**src/design/hbm_pkg.sv**
```systemverilog
// Shared types and constants of the heartbeat liveness monitor.
package hbm_pkg;

  localparam int DEF_NUM_SERVICES = 16;

  localparam int SVC_ID_W  = 16;
  localparam int MASK_W    = 16;
  localparam int ELAPSED_W = 12;
  localparam int TIMEOUT_W = 12;
  localparam int PERIOD_W  = 10;
  localparam int CFG_IDX_W = 1;
  localparam int CFG_DATA_W = 12;

  localparam logic [ELAPSED_W-1:0] ELAPSED_MAX = '1;
  localparam logic [TIMEOUT_W-1:0] TIMEOUT_RST = 12'd1250;
  localparam logic [PERIOD_W-1:0]  PERIOD_RST  = 10'd100;

  typedef enum logic {
    FUNC_HEARTBEAT = 1'b0,
    FUNC_TICK      = 1'b1
  } hbm_func_t;

  typedef enum logic [CFG_IDX_W-1:0] {
    CFG_TIMEOUT_MS   = 1'b0,
    CFG_CHECK_PERIOD = 1'b1
  } hbm_cfg_idx_t;

  // Per-service counter control
  typedef struct packed {
    logic tick;
    logic clear;
  } hbm_cell_ctrl_t;

endpackage

```
**src/design/hbm_ifs.sv**
```systemverilog
// Stream interfaces for heartbeat/tick items and liveness results.
interface hbm_req_if import hbm_pkg::*; ();
  logic                valid;
  logic                ready;
  logic                func;
  logic [SVC_ID_W-1:0] svc_id;

  modport source (output valid, func, svc_id, input ready);
  modport sink   (input valid, func, svc_id, output ready);
endinterface

interface hbm_rsp_if import hbm_pkg::*; ();
  logic              valid;
  logic              ready;
  logic [MASK_W-1:0] alive_mask;
  logic              notify;
  logic              ignored;

  modport source (output valid, alive_mask, notify, ignored, input ready);
  modport sink   (input valid, alive_mask, notify, ignored, output ready);
endinterface

```
**src/design/heartbeat_liveness_monitor.sv**
```systemverilog
// Top level of the heartbeat liveness monitor.
//
//   channel  dir   payload                          accepted when
//   req      in    func, svc_id                     req.valid && req.ready
//   rsp      out   alive_mask, notify, ignored      rsp.valid && rsp.ready
//   cfg      in    cfg_index, cfg_wdata             cfg_we
//
// One item per cycle unless rsp stalls: the state updates and the result
// register loads at the accepting edge, visible in the cycle after. The result
// register holds under stall; req.ready stays high while free or being taken.
// Synchronous reset clears flags, counters, phase and loads register defaults.
module heartbeat_liveness_monitor import hbm_pkg::*; #(
  parameter int NUM_SERVICES = DEF_NUM_SERVICES
) (
  input  logic                  clk,
  input  logic                  rst,
  hbm_req_if.sink               req,
  hbm_rsp_if.source             rsp,
  input  logic                  cfg_we,
  input  logic [CFG_IDX_W-1:0]  cfg_index,
  input  logic [CFG_DATA_W-1:0] cfg_wdata
);

  logic [TIMEOUT_W-1:0]    timeout_ms;
  logic [PERIOD_W-1:0]     check_period;
  logic [NUM_SERVICES-1:0] known;
  logic [NUM_SERVICES-1:0] active;
  logic [NUM_SERVICES-1:0] known_next;
  logic [NUM_SERVICES-1:0] active_next;
  logic [NUM_SERVICES-1:0] hit;
  logic [NUM_SERVICES-1:0] expired;
  logic [PERIOD_W-1:0]     phase;
  logic [PERIOD_W-1:0]     phase_inc;
  logic [PERIOD_W-1:0]     phase_next;
  logic [PERIOD_W-1:0]     period;
  logic [MASK_W-1:0]       mask_next;
  logic                    accept;
  logic                    is_tick;
  logic                    is_beat;
  logic                    check;
  logic                    notify_next;
  logic                    ignored_next;

  logic                    rsp_valid;
  logic [MASK_W-1:0]       alive_mask;
  logic                    notify;
  logic                    ignored;

  assign req.ready = !rsp_valid || rsp.ready;
  assign accept    = req.valid && req.ready;
  assign is_tick   = req.func == FUNC_TICK;
  assign is_beat   = req.func == FUNC_HEARTBEAT;

  // configuration registers
  always_ff @(posedge clk) begin
    if (rst) begin
      timeout_ms   <= TIMEOUT_RST;
      check_period <= PERIOD_RST;
    end else if (cfg_we) begin
      case (cfg_index)
        CFG_TIMEOUT_MS:   timeout_ms   <= cfg_wdata[TIMEOUT_W-1:0];
        CFG_CHECK_PERIOD: check_period <= cfg_wdata[PERIOD_W-1:0];
        default: ;
      endcase
    end
  end

  // per-service decode and counters
  for (genvar n = 0; n < NUM_SERVICES; n++) begin : g_svc
    hbm_cell_ctrl_t ctrl;

    assign hit[n]     = is_beat && req.svc_id == SVC_ID_W'(n + 1);
    assign ctrl.clear = accept && hit[n];
    assign ctrl.tick  = accept && is_tick;

    hbm_elapsed_cell u_cell (
      .clk        (clk),
      .rst        (rst),
      .ctrl       (ctrl),
      .timeout_ms (timeout_ms),
      .expired    (expired[n])
    );
  end

  // a zero period checks on every tick
  assign period    = (check_period == '0) ? PERIOD_W'(1) : check_period;
  assign phase_inc = phase + 1'b1;
  assign check     = is_tick && phase_inc >= period;

  always_comb begin
    phase_next = phase;
    if (is_tick) begin
      phase_next = check ? '0 : phase_inc;
    end
  end

  always_comb begin
    known_next  = known | hit;
    active_next = active | hit;
    if (check) begin
      active_next = active_next & ~(known & expired);
    end
  end

  assign notify_next  = |(hit & ~(known & active));
  assign ignored_next = is_beat && !(|hit);

  // only the low services show in the mask
  for (genvar m = 0; m < MASK_W; m++) begin : g_mask
    if (m < NUM_SERVICES) begin : g_on
      assign mask_next[m] = active_next[m];
    end else begin : g_off
      assign mask_next[m] = 1'b0;
    end
  end

  always_ff @(posedge clk) begin
    if (rst) begin
      known  <= '0;
      active <= '0;
      phase  <= '0;
    end else if (accept) begin
      known  <= known_next;
      active <= active_next;
      phase  <= phase_next;
    end
  end

  // result register
  always_ff @(posedge clk) begin
    if (rst) begin
      rsp_valid <= 1'b0;
    end else if (accept) begin
      rsp_valid <= 1'b1;
    end else if (rsp.ready) begin
      rsp_valid <= 1'b0;
    end
  end

  always_ff @(posedge clk) begin
    if (accept) begin
      alive_mask <= mask_next;
      notify     <= notify_next;
      ignored    <= ignored_next;
    end
  end

  assign rsp.valid      = rsp_valid;
  assign rsp.alive_mask = alive_mask;
  assign rsp.notify     = notify;
  assign rsp.ignored    = ignored;

endmodule

```
**src/design/hbm_elapsed_cell.sv**
```systemverilog
// Saturating per-service elapsed-millisecond counter with timeout compare.
module hbm_elapsed_cell import hbm_pkg::*; (
  input  logic                 clk,
  input  logic                 rst,
  input  hbm_cell_ctrl_t       ctrl,
  input  logic [TIMEOUT_W-1:0] timeout_ms,
  output logic                 expired
);

  logic [ELAPSED_W-1:0] count;
  logic [ELAPSED_W-1:0] count_next;

  always_comb begin
    count_next = count;
    if (ctrl.clear) begin
      count_next = '0;
    end else if (ctrl.tick && count != ELAPSED_MAX) begin
      count_next = count + 1'b1;
    end
  end

  // compare against the advanced count, as the check follows the advance
  assign expired = count_next > timeout_ms;

  always_ff @(posedge clk) begin
    if (rst) begin
      count <= '0;
    end else begin
      count <= count_next;
    end
  end

endmodule

```
**src/flat_wrapper.sv**
```systemverilog
// flat-port wrapper written by rule: the top's interface ports become plain ports
module heartbeat_liveness_monitor_flat import hbm_pkg::*;
#(
  parameter int NUM_SERVICES = DEF_NUM_SERVICES
)
  (clk, rst, cfg_we, cfg_index, cfg_wdata, req_valid, req_func, req_svc_id, req_ready, rsp_valid, rsp_alive_mask, rsp_notify, rsp_ignored, rsp_ready);
  hbm_req_if req_i ();
  hbm_rsp_if rsp_i ();
  input  logic clk;
  input  logic rst;
  input  logic cfg_we;
  input  logic [CFG_IDX_W-1:0] cfg_index;
  input  logic [CFG_DATA_W-1:0] cfg_wdata;
  input wire logic [$bits(req_i.valid)-1:0] req_valid;
  input wire logic [$bits(req_i.func)-1:0] req_func;
  input wire logic [$bits(req_i.svc_id)-1:0] req_svc_id;
  output wire logic [$bits(req_i.ready)-1:0] req_ready;
  output wire logic [$bits(rsp_i.valid)-1:0] rsp_valid;
  output wire logic [$bits(rsp_i.alive_mask)-1:0] rsp_alive_mask;
  output wire logic [$bits(rsp_i.notify)-1:0] rsp_notify;
  output wire logic [$bits(rsp_i.ignored)-1:0] rsp_ignored;
  input wire logic [$bits(rsp_i.ready)-1:0] rsp_ready;
  assign req_i.valid = req_valid;
  assign req_i.func = req_func;
  assign req_i.svc_id = req_svc_id;
  assign req_ready = req_i.ready;
  assign rsp_valid = rsp_i.valid;
  assign rsp_alive_mask = rsp_i.alive_mask;
  assign rsp_notify = rsp_i.notify;
  assign rsp_ignored = rsp_i.ignored;
  assign rsp_i.ready = rsp_ready;
  heartbeat_liveness_monitor #(.NUM_SERVICES(NUM_SERVICES)) u_core (.clk(clk), .rst(rst), .req(req_i), .rsp(rsp_i), .cfg_we(cfg_we), .cfg_index(cfg_index), .cfg_wdata(cfg_wdata));
endmodule
```
**config.mk**
```make
export PLATFORM = sky130hd
export DESIGN_NAME = heartbeat_liveness_monitor_flat
export DESIGN_NICKNAME = d
export VERILOG_FILES = /design/src/design/hbm_pkg.sv /design/src/design/hbm_ifs.sv /design/src/design/heartbeat_liveness_monitor.sv /design/src/design/hbm_elapsed_cell.sv /design/src/flat_wrapper.sv
export SDC_FILE = /design/constraint.sdc
export NUM_CORES = 1
export LEC_CHECK = 0
export ABC_AREA = 1
export ABC_CLOCK_PERIOD_IN_PS = 3400
export BUFFER_PORTS_ARGS = -buffer_cell sky130_fd_sc_hd__buf_4
export CELL_PAD_IN_SITES_DETAIL_PLACEMENT = 2
export CELL_PAD_IN_SITES_GLOBAL_PLACEMENT = 2
export CORE_MARGIN = 10
export CORE_UTILIZATION = 36
export CTS_CLUSTER_DIAMETER = 150
export DETAILED_ROUTE_END_ITERATION = 8
export PLACE_DENSITY = 0.86
export SKIP_LAST_GASP = 1
export SLEW_MARGIN = 20
export SYNTH_ARGS = -nofsm -noshare
export SYNTH_HDL_FRONTEND = slang
export SYNTH_SLANG_ARGS = --single-unit
```
**constraint.sdc**
```tcl
create_clock -name clk -period 3.4 [get_ports clk]
set_input_delay 0.68 -clock clk [delete_from_list [all_inputs] [get_ports clk]]
set_output_delay 0.68 -clock clk [all_outputs]
set_load 0.005 [all_outputs]
```
Word level (Yosys, flattened, before mapping):

Cells that the tools add are included.

* register bits: 275

* $add $sub $neg: 17
* order comparisons: 17
* equal/unequal tests: 32
* mux-type cells: 37
* bitwise operators: 10
* reduce and logical (&&, ||, !) cells: 62

Operators by type and width (count)
* $mux W12: 32
* $add A12 B1 Y12 const B: 16
* $gt A12 B12 Y1: 16
* $ne A12 B12 Y1 const B: 16
* $eq A16 B4 Y1 const B: 8
* $and A16 B16 Y16: 4
* $eq A16 B3 Y1 const B: 4
* $logic_and A1 B1 Y1: 52
* $eq A16 B2 Y1 const B: 2
* $not A16 Y16: 2
* $or A16 B16 Y16: 2
* $reduce_or A16 Y1: 2
* $mux W10: 2
* $eq A16 B1 Y1 const B: 1
* $eq A16 B5 Y1 const B: 1
* $mux W16: 1
* $add A10 B1 Y10 const B: 1
* $ge A10 B10 Y1: 1
* $logic_not A10 Y1: 1
* $reduce_and A2 Y1: 3
* $logic_not A1 Y1: 2
* $mux W1: 2
* $not A1 Y1: 2
* $reduce_bool A2 Y1: 1
* $logic_or A1 B1 Y1: 1

Depth between registers and ports, before layout:

Gate-level depths: netlist of the first run.

* depth in word-level cells: 12
* depth in mapped cells: 21

Hierarchy:

Synthesis of the first run repeated with hierarchy kept, for this count alone.

* cells, all modules: 3401
* area total of the unflattened synthesis: 22764.3 sq um

Modules (own cells, without submodules)
* hbm_elapsed_cell at u_core.g_svc[0].u_cell ...: times used 14, cells each 176, area an instance 1152.4 sq um, sequential area each 240.2 sq um
* heartbeat_liveness_monitor: times used 1, cells each 583, area an instance 4286.6 sq um, sequential area each 1841.8 sq um
* hbm_elapsed_cell at u_core.g_svc[4].u_cell ...: times used 2, cells each 177, area an instance 1172.4 sq um, sequential area each 240.2 sq um

Least setup slack after synthesis of the first run:

No wires, ideal clock.

* kind: in2reg
* start point: input req_svc_id[15]
* end point: register u_core.alive_mask[2] (netlist: u_core.rsp.alive_mask[2]), data pin
* setup time: 0.258 ns
* data arrival time: 2.710 ns
* required time: 3.142 ns
* slack: 0.433 ns
* stages on the path: 19
* buffers on the path: 1
* path through: nor2_1 -> nand2_1 -> nor2_4 -> nand2_2 -> inv_2 -> nand3_1 -> nor2_1 -> inv_1 -> buf_2 -> nand3_1 -> inv_1 -> ha_1 -> nand4_1 -> nor3_1 -> nand2_1 -> nand3_1 -> nand3_1 -> nor2_1 -> a21oi_1

* longest elaborated chain between the ends: 9
* elaborated cells between the ends (all ways): 10

Ends and longest elaborated chain
* from (decl): line flat_wrapper.sv:16 `input wire logic [$bits(req_i.svc_id)-1:0] req_svc_id;`
* $eq A16 B2 Y1: line heartbeat_liveness_monitor.sv:72 `assign hit[n] = is_beat && req.svc_id == SVC_ID_W'(n + 1);`
* $logic_and A1 B1 Y1: line heartbeat_liveness_monitor.sv:72
* $logic_and A1 B1 Y1: line heartbeat_liveness_monitor.sv:73 `assign ctrl.clear = accept && hit[n];`
* $mux W12: line hbm_elapsed_cell.sv:15 `if (ctrl.clear) begin`
* named net u_core.g_svc[2].u_cell.count_next[7]: line hbm_elapsed_cell.sv:11 `logic [ELAPSED_W-1:0] count_next;`
* $gt A12 B12 Y1: line hbm_elapsed_cell.sv:23 `assign expired = count_next > timeout_ms;`
* $and A16 B16 Y16: line heartbeat_liveness_monitor.sv:101 `active_next = active_next & ~(known & expired);`
* $not A16 Y16: line heartbeat_liveness_monitor.sv:101
* $and A16 B16 Y16: line heartbeat_liveness_monitor.sv:101
* $mux W16: line heartbeat_liveness_monitor.sv:100 `if (check) begin`
* named net u_core.active_next[2]: line heartbeat_liveness_monitor.sv:29 `logic [NUM_SERVICES-1:0] active_next;`
* to (signal assigned): line heartbeat_liveness_monitor.sv:142 `alive_mask <= mask_next;`
* to (decl): line heartbeat_liveness_monitor.sv:45 `logic [MASK_W-1:0] alive_mask;`

The timed path passes the listed nets, and every way through them passes these cells.
A chain may end at the register's enable or synchronous reset.

Final worst setup path of the first run:

* start point: register u_core.phase[2]
* end point: register u_core.alive_mask[8] (netlist: u_core.rsp.alive_mask[8]), data pin

* longest elaborated chain between the ends: 4

Ends and longest elaborated chain
* from (decl): line heartbeat_liveness_monitor.sv:32 `logic [PERIOD_W-1:0] phase;`
* from (signal assigned): line heartbeat_liveness_monitor.sv:125 `phase <= phase_next;`
* $add A10 B1 Y10: line heartbeat_liveness_monitor.sv:87 `assign phase_inc = phase + 1'b1;`
* $ge A10 B10 Y1: line heartbeat_liveness_monitor.sv:88 `assign check = is_tick && phase_inc >= period;`
* $logic_and A1 B1 Y1: line heartbeat_liveness_monitor.sv:88
* $mux W16: line heartbeat_liveness_monitor.sv:100
* named net u_core.active_next[8]: line heartbeat_liveness_monitor.sv:29

The timed path passes the listed nets, and every way through them passes these cells.

==> impl_summary.txt, run 1 <==
----------------------------------------------------
[Outcome]
  Outcome ... finished with violations
  Violated checks ... setup timing

[Global routing]
  Pin count of the biggest net entering global routing ... a little under 200
  Total Routing Usage GR ... 32.4%
  Antenna violations before repair ... 3
  Vias in the first global route ... between 20000 and 30000
  Overflow left after global routing ... 0
  Wire length of the first global-routing pass ... about 160000 um

[Clock network]
  CTS tree ... done
  Insertion delay of the later-clocked pin in the worst-skew pair ... 0.59 ns
  CTS H-tree depth ... 2
  CTS Buf Count ... 38
  Clk Tree Root Cell ... sky130_fd_sc_hd__clkbuf_16
  Hold buffers post-CTS ... 0
  Clock input transition at the sequential cells of the worst setup and hold paths ... 0.07 ns
  Maximum clock insertion buffer count ... 3
  # clock sinks ... 275

[Final layout]
  Fraction of layout cells with a size suffix above 1 ... between 10% and 20%
  Post-layout nets ... approximately 3400
  Post-route core utilization ... 43.4%
  Final standard cell area without fillers ... ~0.024 mm2
  Syn-to-layout area delta ... 19.9%
  Register area ... about 0.0057 mm2
  Fillcell total ... 6437
  Combined area of the multi-input logic cells ... roughly 0.013 mm2

[Synthesis]
  Number of nets produced by synthesis ... roughly 3200
  Largest area contributor in the netlist ... sky130_fd_sc_hd__dfxtp_1
  Area fraction of the dominant cell type after synthesis ... 25.9%
  Yosys warning total ... 0
  Number of different library cells in the post-synthesis netlist ... 46
  Number of enable-type register cells in the synthesized netlist ... 18
  Most common library cells after synthesis ... sky130_fd_sc_hd__nand2_1, sky130_fd_sc_hd__nor2_1, sky130_fd_sc_hd__inv_1
  Cells after synthesis ... roughly 3000
  Asr flop ratio synth ... 0%
  Most numerous cell in the Yosys netlist ... sky130_fd_sc_hd__nand2_1
  Primary flip-flop cell chosen by synthesis mapping ... sky130_fd_sc_hd__dfxtp_1
  Biggest area contributors in the synthesized netlist ... sky130_fd_sc_hd__dfxtp_1, sky130_fd_sc_hd__ha_1, sky130_fd_sc_hd__nand2_1
  Syn_area_per_cell ... approximately 6.6 um2
  Number of synthesized register bits ... 275
  Cell area after synthesis ... about 0.02 mm2
  Post-synthesis sequential area ratio ... approximately 29%

[Routing]
  Via count ... ~23000
  Antenna viol nets, final ... 0
  Wire length after detailed routing ... between 100000 and 150000 um
  Initial drt markers ... 1585
  Met3 routed wirelength ... about 6400 um
  WL/cell ... approximately 29 um
  Highest Signal Layer ... met5
  Detailed-route DRC error count ... 0
  Metal-1 WL ... approximately 42000 um
  Number of iterations in the first detailed-routing pass ... 5
  Drt via density ... 5.93
  Routed met2 length ... 54500 um

[Worst setup path]
  Delay of the slowest cell on the worst path ... 0.43 ns
  Cell Chain, Critical Path ... inv_1, nor3_2, nand4_1, xor2_1, inv_1, ha_1, nand2_1, nor2_1, nand3_1, nand3_1, buf_12, nand3b_1, nor2_4, a21oi_1
  Worst EP arrival ... about 3.8 ns
  Worst path top cell family by delay ... simple AND/OR/NAND/NOR gates
  Endpoint class of the critical path ... register
  Crit Path Class ... reg2reg
  FF-to-FF End ... u_core.rsp.alive_mask[8]$_DFFE_PN_
  Capturing instance or port of the critical path ... u_core.rsp.alive_mask[8]$_DFFE_PN_
  Register-to-register setup slack ... -0.1 ns
  Critical Path RT ... around 3.7 ns
  FF-to-FF path depth ... 14
  R2r startpoint ... u_core.phase[2]$_SDFFE_PP0P_
  WP depth ... 14
  Buffers & Inverters on Critical Path ... 3
  Kind of launch point of the worst setup path ... register
  CP max FO ... 16
  Critical-path top delay cell ... sky130_fd_sc_hd__dfxtp_1
  Timing startpoint of the critical path ... u_core.phase[2]$_SDFFE_PP0P_

[Floorplanning]
  Ports placed on the boundary ... 55
  FP Rows ... 86
  Die footprint ... 0.0649 mm2
  Die X-Extent ... around 250 um
  Core ar. ... about 0.055 mm2
  Die Height ... 255 um
  Initial standard-cell utilization of the core ... between 30% and 40%

[Place]
  DP Worst Slack ... -0.250 ns
  Detailed placement HPWL ... between 60000 and 70000 um
  Number of port buffers ... 54
  Placed cell areas ... 0.0218 mm2
  Routability Congestion ... 0.869

[Min path]
  Worst hold-check path type ... in2reg

[Timing]
  Clock skew after layout ... roughly 0.032 ns
  Fin. Hold Viols ... 0
  Number of setup violations in the final report ... 4
  Worst-case setup margin in the final layout ... -0.0955 ns
  Maximum frequency from static timing analysis ... ~0.29 GHz
  Setup repair after global routing missed its margin ... yes
  Max transition margin ... 24.9%
  Slew @ Worst Pin ... 1.13 ns
  Number of max-slew violations in the final report ... 0
  Final clock period utilization by the worst path ... 103%
  Time the final worst path needs with I/O delays and setup ... around 3.5 ns

[Pwr]
  Ratio of total power to cell area ... 387 mW/mm2
  Peak supply drop ... between 0.3 and 0.4 mV
  Static Leak ... 10.9 nW

[Flow run]
  Maxcap violations ... 0

----------------------------------------------------
-- registers in the layout (all words and copies together) (netlist names) --
name	flops
u_core.active	16
u_core.check_period	10
u_core.g_svc.u_cell.count	192
u_core.known	16
u_core.phase	10
u_core.rsp.alive_mask	16
u_core.rsp.ignored	1
u_core.rsp.notify	1
u_core.rsp.valid	1
u_core.timeout_ms	12
-- worst min path at each step --
stage                                             start                             endpoint  slack [ns]  cells after the start
floorplan           u_core.check_period[0]$_SDFFE_PP0P_  u_core.check_period[0]$_SDFFE_PP0P_        0.43                      2
global placement      u_core.timeout_ms[4]$_SDFFE_PP0P_    u_core.timeout_ms[4]$_SDFFE_PP0P_        0.44                      2
detailed placement    u_core.timeout_ms[4]$_SDFFE_PP0P_    u_core.timeout_ms[4]$_SDFFE_PP0P_        0.47                      2
CTS                                        cfg_wdata[1]    u_core.timeout_ms[1]$_SDFFE_PP1P_        0.35                      3
global route                               cfg_wdata[0]    u_core.timeout_ms[0]$_SDFFE_PP0P_        0.38                      3
finish                                     cfg_wdata[1]    u_core.timeout_ms[1]$_SDFFE_PP1P_        0.37                      3
-- layer usage --
| layer | vias to the layer above | track usage, % |
|---|---|---|
| li1 | 10000 | - |
| met1 | 11500 | 33.9 |
| met2 | 1012 | 58.4 |
| met3 | 546 | 6.41 |
| met4 | 4 | 21.0 |
| met5 | - | 0 |
-- per-stage QoR --
| step | std cells | setup TNS [ns] | hold slack, ns | total power, W |
|---|---|---|---|---|
| after detailed placement | 3808 | -1.93 | 0.468 | 0.00445 |
| final | 3892 | -0.217 | 0.370 | 0.00922 |
| after global placement | 3808 | -0.0662 | 0.444 | 0.00434 |
| after floorplan | 2995 | 0 | 0.429 | 0.00398 |
| after global routing | 3891 | -0.852 | 0.378 | 0.00939 |
| after CTS | 3879 | -0.0174 | 0.354 | 0.00910 |
-- logic make-up after synthesis --
logic type / count (synthesis) / synth area share [%]
AND/OR/NAND/NOR: 1535 / 33.0
XOR/XNOR: 108 / 4.76
adder cells (fa/ha/maj): 219 / 13.8
buffers and inverters: 486 / 9.61
AO/OA/AOI/OAI: 371 / 10.2
multiplexers: 1 / 0.0504
flip-flops: 275 / 28.6
-- power breakdown --
part / switching [W] / total [W] / leakage [nW] / internal [W]
logic: 0.000842 / 0.00121 / 7.99 / 0.000364
clock network: 0.00190 / 0.00461 / 0.658 / 0.00271
registers: 0.0000749 / 0.00339 / 2.27 / 0.00332
total: 0.00282 / 0.00922 / 10.9 / 0.00639
-- cells in the final DEF (no fill, tap or decap), drive strengths merged, types with 7 or more instances in the layout --
cell type  Yosys  routed
nand2        686     686
nor2         463     463
inv          417     416
dfxtp        257     257
ha           219     219
buf           35     191
a21oi        181     181
nand3        175     175
o21ai        131     131
nor3         120     120
xor2          81      81
clkbuf        32      55
nand4         40      40
o211ai        35      35
xnor2         27      27
nand3b        19      19
edfxtp        18      18
and2          15      15
o21a          12      12
clkinv         2       9
or2            8       8
nor4           7       7
-- worst register-to-register path: stages, from the launching register on --
cell	delay, ns
sky130_fd_sc_hd__dfxtp_1	0.43
sky130_fd_sc_hd__inv_1	0.13
sky130_fd_sc_hd__nor3_2	0.28
sky130_fd_sc_hd__nand4_1	0.21
sky130_fd_sc_hd__xor2_1	0.23
sky130_fd_sc_hd__inv_1	0.13
sky130_fd_sc_hd__ha_1	0.37
sky130_fd_sc_hd__nand2_1	0.09
sky130_fd_sc_hd__nor2_1	0.18
sky130_fd_sc_hd__nand3_1	0.13
sky130_fd_sc_hd__nand3_1	0.20
sky130_fd_sc_hd__buf_12	0.24
sky130_fd_sc_hd__nand3b_1	0.31
sky130_fd_sc_hd__nor2_4	0.25
sky130_fd_sc_hd__a21oi_1	0.08
-- cell type report --
type / count / share of cell area [%]
diodes: 1 / 0.0105
clock inverters: 13 / 0.809
flip-flops and latches: 275 / 24.0
repair buffers: 191 / 6.45
multi-input cells: 2234 / 53.5
inverters: 419 / 6.68
well taps: 704 / 3.70
clock buffers: 55 / 4.78
-- repair_timing --
action                                  4_1_cts  5_1_grt
gates resized for setup                      56      114
endpoints found under the setup margin       27       40
setup buffers                                 3       12
pin swaps                                     6       17
Note: power is estimated with default switching activity, not from simulation.
==> inputs of run 2 (changes only) <==
TNS_END_PERCENT = 1   (was unset)
==> impl_summary.txt, run 2 (synthesis gave the netlist of run 1 again) <==
----------------------------------------------------
[Timing]
  Worst-case setup margin in the final layout ... -0.182 ns (-0.0869 ns)
  Slew @ Worst Pin ... 1.16 ns (+0.0294 ns)
  Number of setup violations in the final report ... 8 (+4)
  Accumulated negative setup slack ... -0.608 ns (-0.391 ns)
  Clock skew after layout ... 0.0383 ns (+0.00643 ns)
  Time the final worst path needs with I/O delays and setup ... 3.58 ns (+0.0869 ns)
  Maximum frequency from static timing analysis ... 0.279 GHz (-2.4%)
  Max transition margin ... 22.9% (-2.0 points)
  Number of max-slew violations in the final report ... 0 (unchanged)
  Fin. Hold Viols ... 0 (unchanged)
  Final clock period utilization by the worst path ... 105% (+2.6 points)
  Setup repair after global routing missed its margin ... yes

[Worst setup path]
  Crit Path Class ... reg2reg
  Timing startpoint of the critical path ... u_core.g_svc[12].u_cell.count[2]$_SDFF_PP0_
  Worst EP arrival ... 4.00 ns (+0.16 ns)
  Endpoint class of the critical path ... register
  Critical Path RT ... 3.82 ns (+0.08 ns)
  CP max FO ... 7 (-9)
  Kind of launch point of the worst setup path ... register
  R2r startpoint ... u_core.g_svc[12].u_cell.count[2]$_SDFF_PP0_

[Outcome]
  Outcome ... finished with violations
  Violated checks ... setup timing

[Clock network]
  Clk Tree Root Cell ... sky130_fd_sc_hd__clkbuf_16
  Maximum clock insertion buffer count ... 3 (unchanged)
  CTS Buf Count ... 38 (unchanged)
  Clock input transition at the sequential cells of the worst setup and hold paths ... 0.07 ns (about the same)
  # clock sinks ... 275 (unchanged)
  CTS tree ... done
  Hold buffers post-CTS ... 0 (unchanged)
  CTS H-tree depth ... 2 (unchanged)
  Insertion delay of the later-clocked pin in the worst-skew pair ... 0.60 ns (about the same)

[Routing]
  Drt via density ... 5.96 (+0.56%)
  Initial drt markers ... 1488 (-6.1%)
  WL/cell ... 28.5 um (-0.15%)
  Antenna viol nets, final ... 0 (unchanged)
  Wire length after detailed routing ... 111000 um (-0.17%)
  Number of iterations in the first detailed-routing pass ... 5 (unchanged)
  Via count ... 23200 (+0.53%)
  Detailed-route DRC error count ... 0 (unchanged)

[Final layout]
  Commonest non-fill, non-tap cell in the layout ... sky130_fd_sc_hd__nand2_1
  Top register by number of flip-flops ... u_core.g_svc.u_cell.count
  Fillcell total ... 6390 (-0.73%)
  Number of flip-flops under the largest register name ... 192 (unchanged)
  Top library cells by usage in the layout, fill and taps aside ... sky130_fd_sc_hd__nand2_1, sky130_fd_sc_hd__nor2_1, sky130_fd_sc_hd__inv_1
  Post-layout nets ... 3412 (-0.029%)
  Register area ... 0.00572 mm2 (about the same)
  Syn-to-layout area delta ... 20.1%
  Fraction of layout cells with a size suffix above 1 ... 13.9% (-0.12 points)
  Combined area of the multi-input logic cells ... 0.0128 mm2 (+0.16%)

[Pwr]
  Net Sw Power ... 0.00281 W (-0.53%)
  Static Leak ... 10.9 nW (about the same)
  Ratio of total power to cell area ... 386 mW/mm2 (-0.34%)
  Portion of total power attributed to sequential cells ... 36.9% (about the same)
  Internal Power ... 0.00639 W (about the same)
  Portion of total power attributed to combinational logic ... 13.1% (about the same)
  Switching share of power ... 30.5% (-0.099 points)
  Peak supply drop ... 0.408 mV (+3.3%)
  Power share of the clock group ... 50.1% (about the same)

[Global routing]
  Overflow left after global routing ... 0 (unchanged)
  Vias in the first global route ... 26900 (+1.2%)
  Total Routing Usage GR ... 32.8% (+0.49 points)
  Antenna violations before repair ... 4 (+1)
  Pin count of the biggest net entering global routing ... 197 (unchanged)
  Wire length of the first global-routing pass ... 164000 um (+1.7%)

[Place]
  DP Worst Slack ... -0.250 ns (unchanged)
  Number of port buffers ... 54 (unchanged)
  Detailed placement HPWL ... 60200 um (unchanged)
  Routability Congestion ... 0.869 (unchanged)

[Floorplanning]
  Ports placed on the boundary ... 55 (unchanged)
  Core ar. ... 0.0549 mm2 (unchanged)
  FP Rows ... 86 (unchanged)
  Die X-Extent ... 255 um (unchanged)
  Die Height ... 255 um (unchanged)
  Die footprint ... 0.0649 mm2 (unchanged)
  Initial standard-cell utilization of the core ... 36.2% (unchanged)

[Min path]
  Worst hold path startpoint ... cfg_wdata[10]
  Worst hold-check path type ... in2reg

[Flow run]
  Maxcap violations ... 0 (unchanged)

----------------------------------------------------
[run 2: changes by cell type in the layout (fill, tap and decap cells not counted), sizes merged]
| cell | change |
|---|---|
| inv | -1 |
| buf | -1 |
| clkinvlp | +1 |
[run 2: final cells by class]
type / instances / area share, %
multi-input combinational: 2234 / 53.5
tap: 704 / 3.70
timing repair buffer: 190 / 6.47
inverter: 419 / 6.69
clock buffer: 55 / 4.78
sequential: 275 / 24.0
clock inverter: 13 / 0.808
antenna: 1 / 0.0105
[run 2: stage by stage]
| step | util (%) | std cells | total power, W | hold WS, ns | cell area, um2 |
|---|---|---|---|---|---|
| finish | 43.4 | 3891 | 0.00920 | 0.369 | 23800 |
| global route | 43.4 | 3890 | 0.00938 | 0.379 | 23800 |
| CTS | 42.4 | 3879 | 0.00910 | 0.354 | 23300 |
| detailed placement | 39.7 | 3808 | 0.00445 | 0.468 | 21800 |
| global placement | 39.7 | 3808 | 0.00434 | 0.444 | 21800 |
| floorplan | - | 2995 | 0.00398 | 0.429 | 19900 |
[run 2: worst paths after layout]
| kind | end | slack [ns] | cells past startpoint |
|---|---|---|---|
| worst max register to register | u_core.rsp.alive_mask[12]$_DFFE_PN_ | -0.18 | 19 |
| worst min register to register | u_core.timeout_ms[4]$_SDFFE_PP0P_ | 0.50 | 2 |
| worst min-delay path | u_core.timeout_ms[10]$_SDFFE_PP1P_ | 0.37 | 3 |
| worst max-delay path | u_core.rsp.alive_mask[12]$_DFFE_PN_ | -0.18 | 19 |
[run 2: worst max-delay path, stage by stage (launching register included)]
cell                      delay, ns
sky130_fd_sc_hd__dfxtp_2       0.40
sky130_fd_sc_hd__nand2_1       0.11
sky130_fd_sc_hd__nor2_1        0.22
sky130_fd_sc_hd__nand3_1       0.19
sky130_fd_sc_hd__nor2_2        0.21
sky130_fd_sc_hd__nand3_1       0.14
sky130_fd_sc_hd__nand2_2       0.15
sky130_fd_sc_hd__buf_4         0.18
sky130_fd_sc_hd__nor2_1        0.05
sky130_fd_sc_hd__a21oi_1       0.26
sky130_fd_sc_hd__nor2_1        0.10
sky130_fd_sc_hd__ha_1          0.30
sky130_fd_sc_hd__nand2_1       0.10
sky130_fd_sc_hd__nor2_1        0.22
sky130_fd_sc_hd__nand3_1       0.12
sky130_fd_sc_hd__o21ai_0       0.20
sky130_fd_sc_hd__inv_1         0.11
sky130_fd_sc_hd__nand2_1       0.10
sky130_fd_sc_hd__nor2_1        0.06
sky130_fd_sc_hd__a21oi_1       0.17
[run 2: repair_timing]
item | 4_1_cts | 5_1_grt
gates resized for setup | 38 | 130
buffers inserted | 3 | 11
pin swaps | 5 | 15
setup endpoints to repair | 27 | 41
[run 2: routing by layer]
layer  routed length (um)  up-vias  track usage [%]
met3                 6240      518             6.35
met2                55100     1040             59.0
li1                     -     9999                -
met1                41400    11600             34.1
met4                 8120        6             22.9
met5                   37        -                0
[run 2: power groups by stage]
stage,Combinational (W),Clock (W),Sequential (W)
floorplan,0.000560,0,0.00342
global placement,0.000901,0,0.00344
detailed placement,0.00100,0,0.00345
CTS,0.00111,0.00460,0.00338
global route,0.00126,0.00472,0.00339
finish,0.00120,0.00460,0.00339
==> inputs of run 3 (changes only) <==
ABC_AREA = unset   (was 1)
CORE_UTILIZATION = 39   (was 36)
CTS_CLUSTER_DIAMETER = 30   (was 150)
PLACE_DENSITY = 0.82   (was 0.86)
==> impl_summary.txt, run 3 <==
----------------------------------------------------
[Outcome]
  Outcome ... aborted with a tool error
  Stage at which the flow ended ... 5_1_grt
  Error that stopped the run ... [ERROR DPL-0033] detailed placement checks failed during check placement.

[Synthesis]
  Cells after synthesis ... 2240 (-25%)
  Asr flop ratio synth ... 0% (unchanged)
  Biggest area contributors in the synthesized netlist ... sky130_fd_sc_hd__dfxtp_1, sky130_fd_sc_hd__ha_1, sky130_fd_sc_hd__nor2_1
  Number of enable-type register cells in the synthesized netlist ... 18 (unchanged)
  Post-synthesis sequential area ratio ... 31.2% (+2.5 points)
  Number of nets produced by synthesis ... 2494 (-23%)
  Largest area contributor in the netlist ... sky130_fd_sc_hd__dfxtp_1
  Most numerous cell in the Yosys netlist ... sky130_fd_sc_hd__nor2_1
  Number of different library cells in the post-synthesis netlist ... 67 (+46%)
  Most common library cells after synthesis ... sky130_fd_sc_hd__nor2_1, sky130_fd_sc_hd__dfxtp_1, sky130_fd_sc_hd__ha_1
  Cell area after synthesis ... 0.0182 mm2 (-8.1%)
  Syn_area_per_cell ... 8.15 um2 (+23%)
  Area fraction of the dominant cell type after synthesis ... 28.2% (+2.3 points)
  Primary flip-flop cell chosen by synthesis mapping ... sky130_fd_sc_hd__dfxtp_1
  Yosys warning total ... 0 (unchanged)
  Number of synthesized register bits ... 275 (unchanged)

[Timing]
  GRT worst endpoint ... u_core.rsp.alive_mask[11]$_DFFE_PN_/D
  Pin type at the end of the worst path ... register data pin

[Clock network]
  CTS Buf Count ... 86 (+130%)
  # clock sinks ... 275 (unchanged)
  Clk Tree Root Cell ... sky130_fd_sc_hd__clkbuf_16
  Hold buffers post-CTS ... 0 (unchanged)
  Maximum clock insertion buffer count ... 3 (unchanged)
  CTS H-tree depth ... 3 (+1)

[Place]
  Detailed placement HPWL ... 55800 um (-7.4%)
  Placed insts ... 3025 (-21%)
  Number of port buffers ... 54 (unchanged)
  Routability Congestion ... 0.883 (+1.6%)

[Floorplanning]
  Die X-Extent ... 236 um (-7.3%)
  Initial standard-cell utilization of the core ... 39.4% (+3.2 points)
  FP Rows ... 79 (-8.1%)
  Ports placed on the boundary ... 55 (unchanged)
  Die Height ... 236 um (-7.3%)

[Global routing]
  Pin count of the biggest net entering global routing ... 56
  Antenna violations before repair ... 9

----------------------------------------------------
==> run 3: changes by cell type after synthesis, sizes merged, moves of 38 or more <==
cell    delta
nand2b    +38
a21oi     -83
xnor2     +90
o21ai    -105
xor2      -56
mux2i     +45
nand3     -74
nor4      +53
nand4     +45
nand2    -530
inv      -347
==> run 3: per-stage QoR <==
stage / setup TNS [ns] / instance area, um2 / setup slack [ns]
CTS: -0.841 / 24100 / -0.0843
detailed placement: -9.32 / 20700 / -0.494
global placement: -3.43 / 20700 / -0.301
floorplan: 0 / 18300 / 0.0189
==> run 3: timing repair <==
item,in CTS
resized for setup,38
pin swaps,8
buffers inserted,8
cloned,0
endpoints found under the setup margin,27
==> run 3: cell families after synthesis <==
kind of cell | count (synthesis) | share of synthesized area (%)
adder cells (fa/ha/maj) | 219 | 15.0
multiplexers | 49 | 2.71
buffers and inverters | 144 | 3.26
XOR/XNOR | 142 | 6.82
AO/OA/AOI/OAI | 276 | 10.1
flip-flops | 275 | 31.2
AND/OR/NAND/NOR | 1135 | 30.9
==> inputs of run 4 (changes only) <==
CELL_PAD_IN_SITES_DETAIL_PLACEMENT = unset   (was 2)
CELL_PAD_IN_SITES_GLOBAL_PLACEMENT = unset   (was 2)
CORE_UTILIZATION = 26   (was 39)
CTS_CLUSTER_DIAMETER = unset   (was 30)
PLACE_DENSITY = unset   (was 0.82)
PLACE_DENSITY_LB_ADDON = 0.15   (was unset)
==> impl_summary.txt, run 4 <==
----------------------------------------------------
[Global routing]
  Antenna violations before repair ... 0
  Total Routing Usage GR ... 14.7%
  Vias in the first global route ... ~17000
  Pin count of the biggest net entering global routing ... 30
  Overflow left after global routing ... 0
  Wire length of the first global-routing pass ... roughly 95000 um

[Routing]
  Wire length after detailed routing ... just over 60000 um
  Drt via density ... ~4.9
  Antenna viol nets, final ... 0
  Number of iterations in the first detailed-routing pass ... 5
  Met3 routed wirelength ... between 2000 and 3000 um
  Initial drt markers ... just under 1000
  Via count ... 17100
  WL/cell ... between 15 and 20 um
  Detailed-route DRC error count ... 0
  Metal-1 WL ... 28900 um
  Routed met2 length ... approximately 29000 um
  Highest Signal Layer ... met4

[Pwr]
  Peak supply drop ... 0.274 mV
  Static Leak ... approximately 9.3 nW
  Ratio of total power to cell area ... about 370 mW/mm2

[Clock network]
  Insertion delay of the later-clocked pin in the worst-skew pair ... 0.56 ns
  CTS Buf Count ... 38 (-56%)
  CTS H-tree depth ... 2 (-1)
  Maximum clock insertion buffer count ... 3 (unchanged)
  Clock input transition at the sequential cells of the worst setup and hold paths ... about 0.060 ns
  # clock sinks ... 275 (unchanged)
  CTS tree ... done
  Clk Tree Root Cell ... sky130_fd_sc_hd__clkbuf_16

[Final layout]
  Fillcell total ... 7304
  Post-layout nets ... ~2800
  Commonest non-fill, non-tap cell in the layout ... sky130_fd_sc_hd__nor2_1
  Top register by number of flip-flops ... u_core.g_svc.u_cell.count
  Number of flip-flops under the largest register name ... 192
  Fraction of layout cells with a size suffix above 1 ... approximately 17%
  Final standard cell area without fillers ... approximately 0.023 mm2
  Top library cells by usage in the layout, fill and taps aside ... sky130_fd_sc_hd__nor2_1, sky130_fd_sc_hd__buf_4, sky130_fd_sc_hd__dfxtp_1
  Post-route core utilization ... between 30 and 40%
  Syn-to-layout area delta ... 25.3%

[Synthesis]
  Cells after synthesis ... 2240 (unchanged)
  Syn_area_per_cell ... 8.15 um2 (unchanged)
  Number of synthesized register bits ... 275 (unchanged)
  Yosys warning total ... 0 (unchanged)
  Cell area after synthesis ... 0.0182 mm2 (unchanged)
  Number of nets produced by synthesis ... 2494 (unchanged)
  Most numerous cell in the Yosys netlist ... sky130_fd_sc_hd__nor2_1
  Post-synthesis sequential area ratio ... 31.2% (unchanged)
  Number of enable-type register cells in the synthesized netlist ... 18 (unchanged)
  Number of different library cells in the post-synthesis netlist ... 67 (unchanged)
  Largest area contributor in the netlist ... sky130_fd_sc_hd__dfxtp_1
  Biggest area contributors in the synthesized netlist ... sky130_fd_sc_hd__dfxtp_1, sky130_fd_sc_hd__ha_1, sky130_fd_sc_hd__nor2_1
  Most common library cells after synthesis ... sky130_fd_sc_hd__nor2_1, sky130_fd_sc_hd__dfxtp_1, sky130_fd_sc_hd__ha_1
  Asr flop ratio synth ... 0% (unchanged)
  Area fraction of the dominant cell type after synthesis ... 28.2% (unchanged)
  Primary flip-flop cell chosen by synthesis mapping ... sky130_fd_sc_hd__dfxtp_1

[Floorplanning]
  Initial standard-cell utilization of the core ... 26.1% (-13 points)
  Die Height ... 285 um (+21%)
  FP Rows ... 97 (+23%)
  Die X-Extent ... 285 um (+21%)
  Ports placed on the boundary ... 55 (unchanged)
  Die footprint ... slightly above 0.08 mm2
  Core ar. ... ~0.070 mm2

[Timing]
  Fin. Hold Viols ... 0
  Slew @ Worst Pin ... about 0.96 ns
  Worst-case setup margin in the final layout ... approximately 0.094 ns
  Max transition margin ... 36.3%
  Number of setup violations in the final report ... 0
  Number of max-slew violations in the final report ... 0
  Setup repair after global routing missed its margin ... yes
  Accumulated negative setup slack ... 0 ns
  Clock skew after layout ... between 0.01 and 0.015 ns
  Time the final worst path needs with I/O delays and setup ... roughly 3.3 ns
  Maximum frequency from static timing analysis ... a little over 0.3 GHz
  Final clock period utilization by the worst path ... 97.2%

[Outcome]
  Outcome ... finished clean

[Worst setup path]
  WP depth ... 13
  Critical Path RT ... about 3.8 ns
  Buffers & Inverters on Critical Path ... 2
  Register-to-register setup slack ... roughly 0.094 ns
  Kind of launch point of the worst setup path ... register
  Delay of the slowest cell on the worst path ... roughly 0.53 ns
  Worst EP arrival ... approximately 3.7 ns
  Worst path top cell family by delay ... compound AO/OA/AOI/OAI gates
  FF-to-FF End ... u_core.rsp.alive_mask[15]$_DFFE_PN_
  Timing startpoint of the critical path ... u_core.rsp.valid$_SDFFE_PP0P_
  Endpoint class of the critical path ... register
  CP max FO ... 4
  FF-to-FF path depth ... 13
  Capturing instance or port of the critical path ... u_core.rsp.alive_mask[15]$_DFFE_PN_
  Crit Path Class ... reg2reg
  R2r startpoint ... u_core.rsp.valid$_SDFFE_PP0P_
  Cell Chain, Critical Path ... nor2b_4, buf_4, or4_4, buf_4, nor3b_1, xnor2_1, nor2_1, ha_1, a21o_1, a21oi_1, a21boi_0, o41a_1, a21oi_1
  Critical-path top delay cell ... sky130_fd_sc_hd__or4_4

[Place]
  Detailed placement HPWL ... 45600 um (-18%)
  Number of port buffers ... 54 (unchanged)
  DP Worst Slack ... -0.362 ns (+0.132 ns)
  Placed cell areas ... 0.0215 mm2 (+3.7%)
  Routability Congestion ... 0.833 (-5.6%)

[Flow run]
  Maxcap violations ... 0

[Min path]
  Worst hold-check path type ... in2reg

----------------------------------------------------
-- run 4: cell counts after synthesis --
No cell type changed its count.
-- run 4: kinds of logic after synthesis --
kind of cell	after synthesis	synth area share [%]
DFF	275	31.2
AOI/OAI and AO/OA	276	10.1
xor gates and xnor gates	142	6.82
buffers and inverters	144	3.26
and+or+nand+nor	1135	30.9
muxes	49	2.71
adders and majority gates	219	15.0
-- run 4: how the worst min path moves through the flow --
stage / to / slack, ns / start / depth (start not counted)
floorplan: u_core.check_period[4]$_SDFFE_PP0P_ / 0.44 / u_core.check_period[4]$_SDFFE_PP0P_ / 2
global placement: u_core.check_period[4]$_SDFFE_PP0P_ / 0.45 / u_core.check_period[4]$_SDFFE_PP0P_ / 2
detailed placement: u_core.timeout_ms[9]$_SDFFE_PP0P_ / 0.45 / u_core.timeout_ms[9]$_SDFFE_PP0P_ / 2
CTS: u_core.timeout_ms[10]$_SDFFE_PP1P_ / 0.31 / cfg_wdata[10] / 2
global route: u_core.timeout_ms[10]$_SDFFE_PP1P_ / 0.33 / cfg_wdata[10] / 2
finish: u_core.timeout_ms[10]$_SDFFE_PP1P_ / 0.34 / cfg_wdata[10] / 2
-- run 4: final cells by class --
class | count | area, um2 | share of cell area, %
inverters | 70 | 267 | 1.17
multi-input cells | 1821 | 12000 | 52.6
clock buffers | 54 | 1150 | 5.05
well taps | 940 | 1180 | 5.14
diodes | 1 | 2.50 | 0.0109
repair buffers | 303 | 2390 | 10.4
flip-flops and latches | 275 | 5690 | 24.9
clock inverters | 15 | 163 | 0.711
-- run 4: metal layers --
metal	vias up	global-route usage, %
met5	-	0
met4	0	4.83
met3	88	2.23
met2	351	24.8
met1	8117	19.0
li1	8581	-
-- run 4: where the power goes --
group / leakage (nW) / switching (W) / total (W) / internal [W]
clock network: 0.647 / 0.00160 / 0.00420 / 0.00260
registers: 2.26 / 0.0000426 / 0.00335 / 0.00331
logic: 6.39 / 0.000494 / 0.000804 / 0.000310
total: 9.30 / 0.00214 / 0.00835 / 0.00621
-- run 4: what timing repair did --
action                     4_1_cts  5_1_grt
cloned                           0        0
setup endpoints to repair       17       31
buffers inserted                 0        2
pin swaps                        0        3
gates resized for setup          2        5
hold buffers                     0        0
-- run 4: metrics by stage --
step / instances / total power, W / hold slack [ns]
6_report: 3479 / 0.00835 / 0.336
3_5_place_dp: 3407 / 0.00422 / 0.447
2_1_floorplan: 2240 / 0.00383 / 0.436
5_1_grt: 3478 / 0.00869 / 0.326
3_3_place_gp: 3407 / 0.00420 / 0.446
4_1_cts: 3476 / 0.00849 / 0.306
